$ cat src/three_class_strict_priority_queue_defines.svh
// ----------------------------------------------------------------------------
// Assertion macros for the three-class strict priority queue
// Shared helpers; clock and reset are clk and rst_n in every user.
// ----------------------------------------------------------------------------
`ifndef THREE_CLASS_STRICT_PRIORITY_QUEUE_DEFINES_SVH
`define THREE_CLASS_STRICT_PRIORITY_QUEUE_DEFINES_SVH

// Same-cycle implication
`define TCPQ_ASSERT_NOW(label, ante, cons, msg) \
    label: assert property (@(posedge clk) disable iff (!rst_n) (ante) |-> (cons)) \
        else $error(msg);

// Next-cycle implication
`define TCPQ_ASSERT_NEXT(label, ante, cons, msg) \
    label: assert property (@(posedge clk) disable iff (!rst_n) (ante) |=> (cons)) \
        else $error(msg);

`endif

$ cat src/tcpq_pkg.sv
// ----------------------------------------------------------------------------
// tcpq_pkg
// Types and constants shared by the three-class priority queue.
// ----------------------------------------------------------------------------
`default_nettype none

package tcpq_pkg;

    localparam int NUM_CLASSES     = 3;
    localparam int DEF_QUEUE_DEPTH = 64;
    localparam int VALUE_W         = 8;
    localparam int STAMP_W         = 32;
    localparam int ENTRY_W         = VALUE_W + STAMP_W;
    localparam int CNT_W           = 32;
    localparam int SUM_W           = 48;
    localparam int BOUND_W         = 9;
    localparam int LIMIT_W         = 7;
    localparam int APB_ADDR_W      = 4;
    localparam int APB_DATA_W      = 32;

    localparam logic signed [BOUND_W-1:0] LOW_BOUND_RST  = 9'sd30;
    localparam logic signed [BOUND_W-1:0] HIGH_BOUND_RST = 9'sd60;
    localparam logic [LIMIT_W-1:0]        QUEUE_LIMIT_RST = 7'd50;

    // register index, paddr[3:2]
    localparam logic [1:0] REG_LOW_BOUND   = 2'd0;
    localparam logic [1:0] REG_HIGH_BOUND  = 2'd1;
    localparam logic [1:0] REG_QUEUE_LIMIT = 2'd2;

    localparam logic ACT_ENQUEUE = 1'b0;
    localparam logic ACT_SERVE   = 1'b1;

    typedef enum logic [1:0] {
        CLS_LOW  = 2'd0,
        CLS_MED  = 2'd1,
        CLS_HIGH = 2'd2
    } cls_t;

    typedef enum logic [1:0] {
        STAT_QUEUED  = 2'd0,
        STAT_DROPPED = 2'd1,
        STAT_SERVED  = 2'd2,
        STAT_EMPTY   = 2'd3
    } status_t;

    typedef enum logic [1:0] {
        S_IDLE,
        S_READ,
        S_HOLD
    } state_t;

    typedef struct packed {
        logic signed [BOUND_W-1:0] low_bound;
        logic signed [BOUND_W-1:0] high_bound;
        logic [LIMIT_W-1:0]        queue_limit;
    } cfg_t;

    typedef struct packed {
        cls_t enq_cls;
        logic enq_full;
        cls_t srv_cls;
        logic srv_any;
    } sel_t;

endpackage

`default_nettype wire

$ cat src/tcpq_select.sv
// ----------------------------------------------------------------------------
// tcpq_select
// Class decision for enqueue (bounds, capacity) and serve (highest non-empty).
// ----------------------------------------------------------------------------
`default_nettype none

module tcpq_select #(
    parameter int QUEUE_DEPTH = tcpq_pkg::DEF_QUEUE_DEPTH,
    localparam int FILL_W = $clog2(QUEUE_DEPTH + 1)
) (
    input  wire tcpq_pkg::cfg_t                                      cfg,
    input  wire logic signed [tcpq_pkg::VALUE_W-1:0]                 packet_value,
    input  wire logic [tcpq_pkg::NUM_CLASSES-1:0][FILL_W-1:0]        fill,
    output tcpq_pkg::sel_t                                           sel
);
    import tcpq_pkg::*;

    localparam int CMP_W = (FILL_W > LIMIT_W) ? FILL_W : LIMIT_W;

    logic signed [BOUND_W-1:0] value_ext;
    logic [CMP_W-1:0]          limit_ext;
    logic [CMP_W-1:0]          depth_c;
    logic [CMP_W-1:0]          cap;
    cls_t                      enq_cls;

    assign value_ext = {packet_value[VALUE_W-1], packet_value};
    assign limit_ext = CMP_W'(cfg.queue_limit);
    assign depth_c   = CMP_W'(QUEUE_DEPTH);
    assign cap       = (limit_ext < depth_c) ? limit_ext : depth_c;

    always_comb
    begin
        if (value_ext < cfg.low_bound)
        begin
            enq_cls = CLS_LOW;
        end
        else if (value_ext < cfg.high_bound)
        begin
            enq_cls = CLS_MED;
        end
        else
        begin
            enq_cls = CLS_HIGH;
        end
    end

    always_comb
    begin
        sel.enq_cls  = enq_cls;
        sel.enq_full = CMP_W'(fill[enq_cls]) >= cap;
        sel.srv_any  = 1'b1;
        if (fill[CLS_HIGH] != '0)
        begin
            sel.srv_cls = CLS_HIGH;
        end
        else if (fill[CLS_MED] != '0)
        begin
            sel.srv_cls = CLS_MED;
        end
        else if (fill[CLS_LOW] != '0)
        begin
            sel.srv_cls = CLS_LOW;
        end
        else
        begin
            sel.srv_cls = CLS_LOW;
            sel.srv_any = 1'b0;
        end
    end

endmodule

`default_nettype wire

$ cat config.mk
export PLATFORM = sky130hd
export DESIGN_NAME = tcpq_select
export DESIGN_NICKNAME = d
export VERILOG_FILES = /design/src/three_class_strict_priority_queue_defines.svh /design/src/tcpq_pkg.sv /design/src/tcpq_select.sv
export SDC_FILE = /design/constraint.sdc
export NUM_CORES = 1
export LEC_CHECK = 0
export BUFFER_PORTS_ARGS = -buffer_cell sky130_fd_sc_hd__buf_2
export CAP_MARGIN = 20
export CORE_MARGIN = 2
export CORE_UTILIZATION = 47
export DETAILED_ROUTE_END_ITERATION = 8
export PLACE_DENSITY = 0.95
export REMOVE_ABC_BUFFERS = 1
export SYNTH_ARGS = -nofsm -noshare
export SYNTH_HDL_FRONTEND = slang
export SYNTH_SLANG_ARGS = --single-unit
$ cat constraint.sdc
create_clock -name vclk -period 5.3
set_input_delay 0.795 -clock vclk [all_inputs]
set_output_delay 0.795 -clock vclk [all_outputs]
set_load 0.005 [all_outputs]
# Word level (Yosys, flattened, before mapping)
# Cells that the tools add are included.
# word_totals
in_bits	54
out_inout_bits	6
elab_cells	18
ff_bits	0
# op_classes
order_cmp	5
n_mux	10
n_reduce_logical	3
# op_table
op	count
$reduce_bool A7 Y1	3
$lt A8 B9 Y1	2
$bmux W7 S2	1
$mux W7	2
$ge A7 B7 Y1	1
$lt A7 B7 Y1 const B	1
$mux W2	3
$mux W1	4
$lt A2 B3 Y1 const B	1

# Logic depth before layout (Yosys ltp)
# depth
word_depth	6
depth_mapped	15
depth_no_buf	15

# Worst setup path before layout
# No wires, ideal clock.
# synth_path
path_type	input port to output port
startpoint	input port cfg[11] in the netlist's numbering
endpoint	output port sel[3] in the netlist's numbering
path_stages	14
path_slack_ns	1.331
required_time_ns	4.505
path_buffers	1
arrival_ns	3.174
path_cell_list	inv_1 > ha_1 > a21oi_2 > o211ai_1 > o32a_1 > buf_6 > mux2_4 > mux2_2 > ha_1 > a21oi_1 > nor2b_1 > o21ai_0 > o2bb2ai_1 > o21ai_0
# synth_lines
element	line_no	rtl
from (decl)	tcpq_select.sv:11	input wire tcpq_pkg::cfg_t cfg,
to (decl)	tcpq_select.sv:14	output tcpq_pkg::sel_t sel

==> reports/qor.csv <==
metric,value,unit
post-synth top area share,34.1,%
clock share of power,0,%
most common cell in the synthesized netlist,ha_1,
Area Growth Syn to Fin,37.9,%
layout cells sized above 1,44.9,%
Synth top cells by count,"ha_1, inv_1, nand2_1",
n_diodes,0,
Synth Area in Adders,34.1,%
Leak,0.690,nW
Reg area,0,um^2
Netlist cell types,26,
Tcrit/Tclk final,83.7,%
final antenna-violating net count,0,
multi-input logic area,766,um^2
Slew Limit Headroom,67.0,%
total wire length,2210,um
router iterations before antenna repair,3,
nets,246,
Ys Warns,0,
Post-Syn Area,845,um^2
Int Power,0.0623,mW
Hold Path Class,in -> out,
global-route wire length before repair,3400,um
die area,2150,um^2
fill cell count,144,
Final WS setup,0.863,ns
CP Launch Point,packet_value[7],
DR WL/cell,11.5,um
largest net degree at the start of global routing,10,
Post-CTS Hold Fix Bufs,0,
Top-Level Pins,60,
initial antenna violation count,0,
required time of the critical path,4.51,ns
outcome,"finished, final reports clean",
dpl hpwl,2080,um
largest family of logic cells by synthesized area,adder cells,
combinational share of power,100.0,%
die width,46.4,um
Rows,15,
clock buffer count,0,
Max Fclk,225,MHz
Initial Util,49.5,%
Arrival @ worst endpoint,3.64,ns
Seq pwr share,0,%
sequential area share after synthesis,0,%
Vias,966,
Tightest Pin Transition,0.494,ns
total core area,1710,um^2
PortBufs,60,
mean post-synth cell area,7.82,um^2
Syn Inst Count,108,
# setup viols final,0,
Final Hold Viols,0,
Compound-Gate Fraction of Synth Area,14.5,%
Place WS,0.841,ns
Worst setup SP type,primary input,
peak supply drop,0.0000589,V
layout sequential cell count,0,
number of max-cap violations,0,
PwrDens,96.4,nW/um^2
TNS Setup,0,ns
vias in the first global route,941,
total grt overflow,0,
RSZ-0062 raised after global routing,false,
Switching Power,0.0500,mW
max-slew violations,0,
hold path start,fill[1],
dominant cells by area after synthesis,"ha_1, mux2_4, mux2_2",
mux cell area share after synthesis,21.2,%
simple-gate area share of the yosys netlist,20.9,%
die height,46.4,um
GRT Total Usage,21.0,%
CP Class,in -> out,
xor and xnor area share after synthesis,0,%
Yosys top cell by area,ha_1,
minimum clock period,4.44,ns
DRC,0,
via/cell ratio,5.03,
CTS resizes,0,
critical-path maximum fanout,9,
Setup crit end kind,primary output,
sw frac,44.5,%
DRT iter0 DRCs,3,
Placer Congestion,0.890,
number of setup buffers added after CTS,0,
==> cell type report <==
| cell class | count | area share [%] |
|---|---|---|
| inverters | 18 | 5.80 |
| repair buffers | 60 | 25.8 |
| well taps | 25 | 2.69 |
| multi-input cells | 89 | 65.7 |
==> stage by stage <==
| stage | util (%) | hold slack, ns | power (mW) | instance area, um^2 | cells |
|---|---|---|---|---|---|
| 2_1_floorplan | - | 1.69 | 0.0716 | 833 | 107 |
| 3_3_place_gp | 68.2 | 1.90 | 0.106 | 1160 | 192 |
| 3_5_place_dp | 68.2 | 1.90 | 0.113 | 1160 | 192 |
| 4_1_cts | 68.2 | 1.90 | 0.114 | 1160 | 192 |
| 5_1_grt | 68.2 | 1.93 | 0.127 | 1160 | 192 |
| 6_report | 68.2 | 1.90 | 0.112 | 1160 | 192 |
==> power groups by stage <==
stage	registers, mW	clock network [mW]	logic [mW]
floorplan	0	0	0.0716
global placement	0	0	0.106
detailed placement	0	0	0.113
CTS	0	0	0.114
global route	0	0	0.127
finish	0	0	0.112
==> cells in the final DEF (no fill, tap or decap), drive strengths merged <==
cell type / instances
mux2: 13
nand2: 10
a21oi: 6
nor2b: 5
ha: 23
buf: 60
nand3: 3
nand4: 1
or4: 1
mux2i: 1
nor2: 6
nand2b: 3
o211ai: 1
nor3: 2
a21o: 3
inv: 18
o2bb2ai: 1
a211oi: 1
o32a: 1
nor4: 3
nand4b: 1
o21ai: 3
a31oi: 1
==> critical path, cell delays in order <==
cell	delay, ns
buf_2	0.13
ha_1	0.31
nand3_1	0.11
o211ai_1	0.19
o32a_1	0.50
mux2_2	0.39
mux2i_1	0.13
ha_1	0.24
nand2b_1	0.13
a21oi_1	0.15
nor2b_1	0.06
o21ai_0	0.15
o2bb2ai_1	0.13
o21ai_0	0.09
buf_2	0.13
==> path summary, 6_finish.rpt <==
kind	to	slack, ns	cells after the start
worst max-delay path	sel[3]	0.86	15
worst min-delay path	sel[0]	1.90	4
==> cell families (layout without fill, tap and decap cells) <==
group                    after synthesis  after routing
AO/OA/AOI/OAI                         17             17
adder cells (fa/ha/maj)               23             23
buffers and inverters                 19             78
multiplexers                          14             14
AND/OR/NAND/NOR                       35             35
==> metal layers <==
layer	vias to the layer above	part of all wire, %	GRT usage, %
met5	-	0	0
met4	0	0.72	3.43
met3	3	6.1	0.392
met2	43	53	44.7
met1	418	40	22.3
li1	502	-	-
Note: power is estimated with default switching activity, not from simulation.
