File: src/three_class_strict_priority_queue_defines.svh
// ----------------------------------------------------------------------------
// Assertion macros for the three-class strict priority queue
// Shared helpers; clock and reset are clk and rst_n in every user.
// ----------------------------------------------------------------------------
`ifndef THREE_CLASS_STRICT_PRIORITY_QUEUE_DEFINES_SVH
`define THREE_CLASS_STRICT_PRIORITY_QUEUE_DEFINES_SVH

// Same-cycle implication
`define TCPQ_ASSERT_NOW(label, ante, cons, msg) \
    label: assert property (@(posedge clk) disable iff (!rst_n) (ante) |-> (cons)) \
        else $error(msg);

// Next-cycle implication
`define TCPQ_ASSERT_NEXT(label, ante, cons, msg) \
    label: assert property (@(posedge clk) disable iff (!rst_n) (ante) |=> (cons)) \
        else $error(msg);

`endif

File: src/tcpq_pkg.sv
// ----------------------------------------------------------------------------
// tcpq_pkg
// Types and constants shared by the three-class priority queue.
// ----------------------------------------------------------------------------
`default_nettype none

package tcpq_pkg;

    localparam int NUM_CLASSES     = 3;
    localparam int DEF_QUEUE_DEPTH = 64;
    localparam int VALUE_W         = 8;
    localparam int STAMP_W         = 32;
    localparam int ENTRY_W         = VALUE_W + STAMP_W;
    localparam int CNT_W           = 32;
    localparam int SUM_W           = 48;
    localparam int BOUND_W         = 9;
    localparam int LIMIT_W         = 7;
    localparam int APB_ADDR_W      = 4;
    localparam int APB_DATA_W      = 32;

    localparam logic signed [BOUND_W-1:0] LOW_BOUND_RST  = 9'sd30;
    localparam logic signed [BOUND_W-1:0] HIGH_BOUND_RST = 9'sd60;
    localparam logic [LIMIT_W-1:0]        QUEUE_LIMIT_RST = 7'd50;

    // register index, paddr[3:2]
    localparam logic [1:0] REG_LOW_BOUND   = 2'd0;
    localparam logic [1:0] REG_HIGH_BOUND  = 2'd1;
    localparam logic [1:0] REG_QUEUE_LIMIT = 2'd2;

    localparam logic ACT_ENQUEUE = 1'b0;
    localparam logic ACT_SERVE   = 1'b1;

    typedef enum logic [1:0] {
        CLS_LOW  = 2'd0,
        CLS_MED  = 2'd1,
        CLS_HIGH = 2'd2
    } cls_t;

    typedef enum logic [1:0] {
        STAT_QUEUED  = 2'd0,
        STAT_DROPPED = 2'd1,
        STAT_SERVED  = 2'd2,
        STAT_EMPTY   = 2'd3
    } status_t;

    typedef enum logic [1:0] {
        S_IDLE,
        S_READ,
        S_HOLD
    } state_t;

    typedef struct packed {
        logic signed [BOUND_W-1:0] low_bound;
        logic signed [BOUND_W-1:0] high_bound;
        logic [LIMIT_W-1:0]        queue_limit;
    } cfg_t;

    typedef struct packed {
        cls_t enq_cls;
        logic enq_full;
        cls_t srv_cls;
        logic srv_any;
    } sel_t;

endpackage

`default_nettype wire

File: src/tcpq_cfg.sv
// ----------------------------------------------------------------------------
// tcpq_cfg
// APB register file: class bounds and per-class queue limit.
// ----------------------------------------------------------------------------
`default_nettype none

module tcpq_cfg (
    input  wire logic                                clk,
    input  wire logic                                rst_n,
    input  wire logic                                psel,
    input  wire logic                                penable,
    input  wire logic                                pwrite,
    input  wire logic [tcpq_pkg::APB_ADDR_W-1:0]     paddr,
    input  wire logic [tcpq_pkg::APB_DATA_W-1:0]     pwdata,
    output logic      [tcpq_pkg::APB_DATA_W-1:0]     prdata,
    output logic                                     pready,
    output tcpq_pkg::cfg_t                           cfg
);
    import tcpq_pkg::*;

    cfg_t       cfg_reg;
    logic       wr_en;
    logic [1:0] reg_idx;

    assign pready  = 1'b1;
    assign wr_en   = psel && penable && pwrite;
    assign reg_idx = paddr[3:2];

    always_ff @(posedge clk or negedge rst_n)
    begin
        if (!rst_n)
        begin
            cfg_reg.low_bound   <= LOW_BOUND_RST;
            cfg_reg.high_bound  <= HIGH_BOUND_RST;
            cfg_reg.queue_limit <= QUEUE_LIMIT_RST;
        end
        else if (wr_en)
        begin
            unique case (reg_idx)
                REG_LOW_BOUND:   cfg_reg.low_bound   <= $signed(pwdata[BOUND_W-1:0]);
                REG_HIGH_BOUND:  cfg_reg.high_bound  <= $signed(pwdata[BOUND_W-1:0]);
                REG_QUEUE_LIMIT: cfg_reg.queue_limit <= pwdata[LIMIT_W-1:0];
                default:         ;
            endcase
        end
    end

    always_comb
    begin
        unique case (reg_idx)
            REG_LOW_BOUND:
                prdata = {{(APB_DATA_W-BOUND_W){1'b0}}, cfg_reg.low_bound};
            REG_HIGH_BOUND:
                prdata = {{(APB_DATA_W-BOUND_W){1'b0}}, cfg_reg.high_bound};
            REG_QUEUE_LIMIT:
                prdata = {{(APB_DATA_W-LIMIT_W){1'b0}}, cfg_reg.queue_limit};
            default:
                prdata = '0;
        endcase
    end

    assign cfg = cfg_reg;

endmodule

`default_nettype wire

File: config.mk
export PLATFORM = sky130hd
export DESIGN_NAME = tcpq_cfg
export DESIGN_NICKNAME = d
export VERILOG_FILES = /design/src/three_class_strict_priority_queue_defines.svh /design/src/tcpq_pkg.sv /design/src/tcpq_cfg.sv
export SDC_FILE = /design/constraint.sdc
export NUM_CORES = 1
export LEC_CHECK = 0
export BUFFER_PORTS_ARGS = -buffer_cell sky130_fd_sc_hd__buf_2
export CORE_ASPECT_RATIO = 1.2
export CORE_MARGIN = 3
export CORE_UTILIZATION = 45
export CTS_BUF_LIST = sky130_fd_sc_hd__clkbuf_2 sky130_fd_sc_hd__clkbuf_4 sky130_fd_sc_hd__clkbuf_8
export DETAILED_ROUTE_END_ITERATION = 7
export PLACE_DENSITY_LB_ADDON = 0.12
export SLEW_MARGIN = 20
export SYNTH_ARGS = -nofsm -noshare
export SYNTH_HDL_FRONTEND = slang
export SYNTH_SLANG_ARGS = --single-unit
File: constraint.sdc
create_clock -name clk -period 2 [get_ports clk]
set_input_delay 0.2 -clock clk [delete_from_list [all_inputs] [get_ports clk]]
set_output_delay 0.2 -clock clk [all_outputs]
set_load 0.01 [all_outputs]
# == After elaboration in Yosys (flattened, before gate mapping) ==
# Cells that the tools add are included.
# totals
output_inout_bits,58
register_bits,25
inputBits,41
elab_cells,12
# classes
n_eq_ne,2
muxes,1
reduce_logical,6
# ops
operator,count
case mux 9 bit (3 select lines),1
AND reduction 2 bit,3
== test 2 x 1 -> 1 bit (second input constant),1
== test 2 bit (second input constant),1
logical AND 1 bit,2
zero test 2 bit,1

# == Longest topological paths before layout ==
# Gate-level depths: netlist of the first run.
# logic_depth
depth_word,3
depth_mapped,4
mapped_depth_nobuf,3

# == Least setup slack after synthesis of the first run ==
# No wires, ideal clock.
# synth_timing
kind,input-to-reg
start,in pwrite
end,"reg cfg_reg, in the netlist cfg[13]"
path_slack_ns,0.760
cell_stages,4
t_required_ns,1.875
arrival_ns,1.115
path_buffers,1
setup_time_ns,0.125
cell_sequence,nand3_2 > or3b_1 > buf_6 > mux2_4
# synth_via
elab_chain_len,2
# synth_lines
element,line,rtl
start: declaration,tcpq_cfg.sv:12,"input wire logic pwrite,"
logical AND 1 bit,tcpq_cfg.sv:26,assign wr_en = psel && penable && pwrite;
AND reduction 2 bit (no source line),--,
end: declaration,tcpq_cfg.sv:21,cfg_t cfg_reg;
# No other way between the ends.
# A chain may end at the register's enable or synchronous reset.

# == Worst setup path after layout of the first run ==
# layout_timing
start,"reg cfg_reg, in the netlist cfg[11]"
end,out prdata[4] (netlist name)
# layout_via
elab_chain_len,1
# layout_lines
element,line,rtl
case mux 9 bit (3 select lines),tcpq_cfg.sv:50,unique case (reg_idx)
end: declaration,tcpq_cfg.sv:15,"output logic [tcpq_pkg::APB_DATA_W-1:0] prdata,"
# No other way between the ends.

==> impl_metrics.tcl, run 1 <==
set metrics [dict create \
    synthArstFlopShare_pct 100 \
    first_pass_iters 3 \
    tritoncts "built" \
    drtAntennaViolNets 0 \
    slowest_delay_ps 570 \
    core_sq_um 2840 \
    n_antenna_cell 0 \
    p_total_mw 1.46 \
    avgViaCountPerCell 4.66 \
    antenna_found_initial 0 \
    cp-start-kind "flip-flop" \
    syn_area_per_cell_sq_um 12.6 \
    peakVddDrop_uv 545 \
    power_density_nw_per_um2 908 \
    start_util_pct 48.2 \
    fin_worst_skew_ps 0 \
    fmax_ghz 0.672 \
    area_growth_pct 17.4 \
    whs_ps 127 \
    synth_top_cell_by_area "dfrtp_1" \
    fillCellCount 272 \
    cts_setup_buffers 0 \
    fin_crit_ps 1490 \
    synthTopCellsByArea "dfrtp_1 26%, dfstp_2 21%, buf_4 13%" \
    largest_reg_flops 25 \
    clk_path_buf_depth 2 \
    slew_headroom_pct 58.4 \
    rows 21 \
    crit_type "flip-flop to primary output" \
    path_cells "mux2i_1 -> o21ai_0 -> buf_2" \
    grt-ovfl-total 0 \
    slew_violations 0 \
    finalWorstSetupSlack_ps 511 \
    die_area_sq_um 3740 \
    yosysSeqAreaShare_pct 46.7 \
    grt_pass1_vias 912 \
    h-tree-depth 1 \
    cp_slowest_cell "dfstp_2" \
    drive_above_1_share_pct 59.3 \
    dpl.hpwl_um 2090 \
    yosysTopAreaCellShare_pct 25.6 \
    ys_warn_count 0 \
    drcViolationCount 0 \
    cp-end-kind "primary output" \
    status "finished clean" \
    wl_per_cell_um 14.2 \
    grt_max_degree 26 \
    die_h_um 66.4 \
    mappedNetlistArea_sq_um 1370 \
    reg2reg_slack_ps 1210 \
    cts_root_buffer "clkbuf_4" \
    track_usage_pct 15.7 \
    cp.arrival_ps 1290 \
    fin_crit_sh_pct 74.4 \
    postPlaceCellArea_sq_um 1570 \
    rsz0062_at_grt "no" \
    dieWidth_um 56.3 \
    grt_pass1_wl_um 4540 \
    drt_iter0_markers 9 \
    io_buffers 49 \
    wirelength_um 2780 \
    pre_cts_slack_ps 405 \
    holdCritPathClass "input pin to flip-flop" \
    cts_buffers 3 \
    tightest_slew_ps 623 \
    vias 913 \
    synth_ff_type "dfrtp_1" \
    gp_congestion 0.647 \
    finalHoldViolations 0 \
    tns_ps 0 \
    nets 204 \
    path_delay_family "flip-flops" \
    critPathBufInv 1 \
    synthDistinctLibCells 18 \
    leakagePower_nw 0.852 \
    setup_violations 0 \
    stdcell_area_sq_um 1610 \
    clk_pin_slew_worst_paths_ps 130 \
    clock-sinks 25 \
    drv_cap 0 \
    ys_ff_latch 25 \
    synth_enable_flop_cells 0 \
    synthCells 109 \
    clk-insertion-delay-late_ps 310 \
    critical_path_required_ps 1800 \
    io_pins 99 \
    path_max_fanout 3 \
]
report_power, final:
group          switching [mW]  total [mW]  internal [mW]  leakage [nW]
Sequential             0.0887       0.750          0.662         0.287
Combinational           0.234       0.490          0.255         0.547
Clock                   0.144       0.219         0.0748        0.0177
Total                   0.467        1.46          0.992         0.852
worst paths after layout:
kind / startpoint / end / cells after the start
min in group asynchronous: rst_n / cfg[8] / 2
worst max register to register: cfg[3] / cfg[3] / 1
worst min-delay path: pwdata[8] / cfg[15] / 2
worst min register to register: cfg[2] / cfg[2] / 1
worst max-delay path: cfg[11] / prdata[4] / 3
max in group asynchronous: rst_n / cfg[20] / 2
area by class of cell:
type / instances / area [sq um] / share of cell area, %
Sequential cell: 25 / 639 / 39.8
Multi-Input combinational cell: 79 / 612 / 38.1
Timing Repair Buffer: 54 / 285 / 17.8
Tap cell: 34 / 42.5 / 2.65
Clock buffer: 3 / 22.5 / 1.40
Clock inverter: 1 / 5.00 / 0.312
per-stage QoR:
step           std cells  util [%]
5_1_grt              196      56.6
3_5_place_dp         191      55.3
4_1_cts              196      56.6
3_3_place_gp         191      55.3
6_report             196      56.6
2_1_floorplan        131         -
Yosys cell counts (2+ instances only):
master and number:
buf_4 24, dfrtp_1 14, o21ai_0 7, mux2_2 16, conb_1 2, mux2i_1 9
nor2_1 2, mux2_4 9, dfstp_2 11, nand2_1 7
kinds of logic after synthesis:
family / share of synthesized area, %
buffers and inverters: 14.6
AO/OA/AOI/OAI: 2.56
AND/OR/NAND/NOR: 5.94
multiplexers: 29.6
other: 0.549
flip-flops: 46.7
routing by layer:
layer / track usage (%) / share of wire (%) / vias to the layer above
li1: - / - / 429
met1: 19.8 / 41 / 436
met2: 26.6 / 51 / 46
met3: 3.32 / 7.6 / 2
met4: 5.34 / 0.47 / 0
met5: 0 / 0 / -
what timing repair did:
item / CTS / global route
setup endpoints to repair: 0 / 0
endpoints found under the hold margin: 14 / 0
gates resized for setup: 0 / 0
hold buffers: 1 / 0
layout by cell type (no fill, tap or decap), types with 2 or more instances in the layout:
master    count
nand2_1       7
buf_4         4
mux2_2       16
dfstp_2      11
dfrtp_1      14
mux2i_1       9
nor2_1        2
o21ai_0       7
buf_2        49
conb_1       24
mux2_4        9
clkbuf_4      3
No activity file was read; power rests on OpenSTA's default activity.
==> run 2: changes to the inputs <==
CORE_UTILIZATION = 42   (was 45)
clock period = 1.55 ns   (was 2 ns; I/O delays follow)
==> impl_metrics.tcl, run 2 (same netlist as run 1, synthesis figures left out) <==
set metrics [dict create \
    cp-start-kind "flip-flop" \
    met1_length_um 1190 \
    clock-sinks 25 \
    die_h_um 68.5 \
    slew_violations 0 \
    path_max_fanout 3 \
    tns_ps 0 \
    rsz0062_at_grt "no" \
    grt_pass1_vias 906 \
    grt-ovfl-total 0 \
    drcViolationCount 0 \
    setup_violations 0 \
    vias 942 \
    stdcell_area_sq_um 1640 \
    io_buffers 49 \
    clk_path_buf_depth 2 \
    area_growth_pct 19.9 \
    finalHoldViolations 0 \
    core_sq_um 3080 \
    r2r_cells 1 \
    wirelength_um 2840 \
    largest_reg_flops 25 \
    rows 22 \
    postPlaceCellArea_sq_um 1600 \
    fillCellCount 297 \
    holdCritStartpoint "pwdata[7]" \
    critPathLaunch "cfg[12]" \
    die_area_sq_um 3980 \
    reg2reg_slack_ps 760 \
    grt_pass1_wl_um 4530 \
    whs_ps 84.4 \
    drt_iter0_markers 16 \
    min_path_cells 2 \
    wl_per_cell_um 14.0 \
    antenna_found_initial 0 \
    highest-signal-layer "met4" \
    fin_crit_sh_pct 92.7 \
    critical_path_required_ps 1390 \
    grt_max_degree 26 \
    wl_met2_um 1420 \
    leakagePower_nw 0.872 \
    pre_cts_slack_ps 186 \
    drive_above_1_share_pct 60.2 \
    drv_cap 0 \
    finalWorstSetupSlack_ps 114 \
    slew_headroom_pct 63.1 \
    fmax_ghz 0.696 \
    p_total_mw 1.90 \
    wl_met3_um 217 \
    holdCritPathClass "input pin to flip-flop" \
    gp_congestion 0.652 \
    io_pins 99 \
    post-route-util_pct 53.2 \
    cts_buffers 3 \
    tritoncts "built" \
    status "finished clean" \
    track_usage_pct 15.1 \
    h-tree-depth 1 \
    fin_worst_skew_ps 0 \
    start_util_pct 44.4 \
    final_cells 202 \
    avgViaCountPerCell 4.66 \
    cp-end-kind "primary output" \
    tightest_slew_ps 554 \
    nets 208 \
    drtAntennaViolNets 0 \
    crit_type "flip-flop to primary output" \
    peakVddDrop_uv 737 \
    clk-insertion-delay-late_ps 300 \
    dieWidth_um 58.1 \
    cp.arrival_ps 1280 \
    n_antenna_cell 0 \
    numPlacedInstances 197 \
    power_density_nw_per_um2 1160 \
    cts_root_buffer "clkbuf_4" \
    final_cell_mix "49 x buf_2, 24 x conb_1, 16 x mux2_2" \
    rr_startpoint "cfg[0]" \
    first_pass_iters 3 \
    dpl.hpwl_um 2130 \
    clk_pin_slew_worst_paths_ps 130 \
    final_common_cell "buf_2" \
    fin_crit_ps 1440 \
]
[run 2: changes by cell type in the layout (fill, tap and decap cells not counted), sizes merged]
cell / change
buf: +4
clkbuf: +1
clkinv: -1
[run 2: metal layers]
metal,GRT usage (%),vias to the layer above
li1,-,438
met1,19.9,456
met2,25.3,46
met3,2.23,2
met4,5.22,0
met5,0,-
[run 2: worst max-delay path, cell delays in order (launching register included)]
cell and delay, ps:
dfstp_2 570, mux2i_1 60, o21ai_0 180, buf_2 170
[run 2: worst paths after layout]
check,endpoint
min in group asynchronous,cfg[2]
max in group asynchronous,cfg[4]
worst min register to register,cfg[24]
worst max register to register,cfg[0]
worst max-delay path,prdata[5]
worst min-delay path,cfg[14]
[run 2: power breakdown]
part           internal (mW)  switching, mW
clock                  0.118          0.178
combinational          0.334          0.307
sequential             0.854          0.115
total                   1.31          0.599
[run 2: repair_timing]
item,CTS,global route
gates resized for setup,0,0
hold buffers,1,0
hold endpoints to repair,14,0
setup buffers,0,0
[run 2: layout make-up]
cell class	instances	area (sq um)	area share, %
flip-flops and latches	25	639	38.9
multi-input cells	79	612	37.3
repair buffers	58	315	19.2
well taps	36	45.0	2.74
clock buffers	4	30.0	1.83
==> run 3: changes to the inputs <==
CORE_UTILIZATION = 38   (was 42)
TNS_END_PERCENT = 5   (was unset)
clock period = 1.3 ns   (was 1.55 ns; I/O delays follow)
==> impl_metrics.tcl, run 3 (same netlist as run 1, synthesis figures left out) <==
set metrics [dict create \
    start_util_pct 40.3 \
    rows 23 \
    path_delay_family "flip-flops" \
    clk_pin_slew_worst_paths_ps 80 \
    rsz0062_at_grt "yes" \
    violations "negative setup slack" \
    antenna_found_initial 0 \
    tightest_slew_ps 561 \
    core_sq_um 3400 \
    drcViolationCount 0 \
    clock-sinks 25 \
    grt-ovfl-total 0 \
    whs_ps 109 \
    stdcell_area_sq_um 1710 \
    final_cell_mix "49 x buf_2, 24 x conb_1, 16 x mux2_2" \
    fin_crit_ps 1310 \
    clk_path_buf_depth 2 \
    peakVddDrop_uv 576 \
    first_pass_iters 4 \
    final_common_cell "buf_2" \
    final_cells 210 \
    status "complete, but fails checks" \
    cts_root_buffer "clkbuf_8" \
    grt_max_degree 26 \
    cp_slowest_cell "dfstp_2" \
    n_antenna_cell 0 \
    drt_iter0_markers 23 \
    finalHoldViolations 0 \
    path_cells "mux2i_1 -> o21ai_1 -> buf_2" \
    slew_violations 0 \
    finalWorstSetupSlack_ps -8.28 \
    slew_headroom_pct 62.6 \
    critPathBufInv 1 \
    fin_worst_skew_ps 0 \
    cp-end-kind "primary output" \
    crit_type "flip-flop to primary output" \
    cp-start-kind "flip-flop" \
    leakagePower_nw 0.913 \
    critical_path_required_ps 1170 \
    drtAntennaViolNets 0 \
    clk-insertion-delay-late_ps 260 \
    die_area_sq_um 4360 \
    drive_above_1_share_pct 61.8 \
    pre_cts_slack_ps 0.347 \
    dpl.hpwl_um 2280 \
    io_pins 99 \
    gp_congestion 0.790 \
    io_buffers 49 \
    cts_setup_buffers 0 \
    numPlacedInstances 205 \
    path_max_fanout 3 \
    tns_ps -8.28 \
    h-tree-depth 1 \
    nets 215 \
    power_density_nw_per_um2 1410 \
    fin_crit_sh_pct 101 \
    grt_pass1_vias 928 \
    die_h_um 71.7 \
    grt_pass1_wl_um 4550 \
    largest_reg_flops 25 \
    avgViaCountPerCell 4.57 \
    wl_per_cell_um 13.8 \
    drv_cap 0 \
    tritoncts "built" \
    cp.arrival_ps 1180 \
    wirelength_um 2900 \
    postPlaceCellArea_sq_um 1660 \
    vias 959 \
    area_growth_pct 25.2 \
    dieWidth_um 60.8 \
    fmax_ghz 0.764 \
    slowest_delay_ps 550 \
    setup_violations 1 \
    cts_buffers 3 \
    post-route-util_pct 50.5 \
    holdCritPathClass "input pin to flip-flop" \
    track_usage_pct 13.9 \
    p_total_mw 2.41 \
]
[run 3: cell types whose count changed in the layout (fill, tap and decap cells not counted)]
cell,before,now
buf_4,8,15
o21ai_0,7,1
o21ai_1,0,6
clkbuf_4,4,1
clkbuf_8,0,3
[run 3: area by class of cell]
cell class / count / area, sq um
fillers: 320 / 1680
flip-flops and latches: 25 / 639
clock buffers: 4 / 48.8
repair buffers: 65 / 368
well taps: 37 / 46.3
multi-input cells: 79 / 612
[run 3: final timing paths]
kind	from	to	slack, ps	depth (start not counted)
hold reg to reg	cfg[22]	cfg[22]	530	1
setup / recovery	cfg[12]	prdata[5]	-8	3
max in group asynchronous	rst_n	cfg[12]	550	2
hold / removal	pwdata[8]	cfg[15]	110	2
min in group asynchronous	rst_n	cfg[2]	380	2
setup reg to reg	cfg[21]	cfg[21]	520	1
[run 3: routing by layer]
layer / share of wire (%) / routed length (um) / up-vias / track usage (%)
met5: 0 / 0 / - / 0
met4: 1.1 / 31 / 0 / 6.02
met3: 6.9 / 200 / 4 / 3.06
met2: 49 / 1410 / 47 / 21.3
met1: 43 / 1260 / 457 / 18.5
li1: - / - / 451 / -
[run 3: where the power goes]
| group | switching (mW) | internal [mW] | total [mW] | leakage, nW |
|---|---|---|---|---|
| logic | 0.374 | 0.411 | 0.785 | 0.600 |
| registers | 0.132 | 1.02 | 1.15 | 0.287 |
| clock network | 0.236 | 0.240 | 0.475 | 0.0262 |
[run 3: what timing repair did]
item                                    in CTS  in global routing
cloned                                       0                  0
resized for setup                            4                  2
hold endpoints to repair                    14                  0
endpoints found under the setup margin       4                  6
hold buffers                                 1                  0
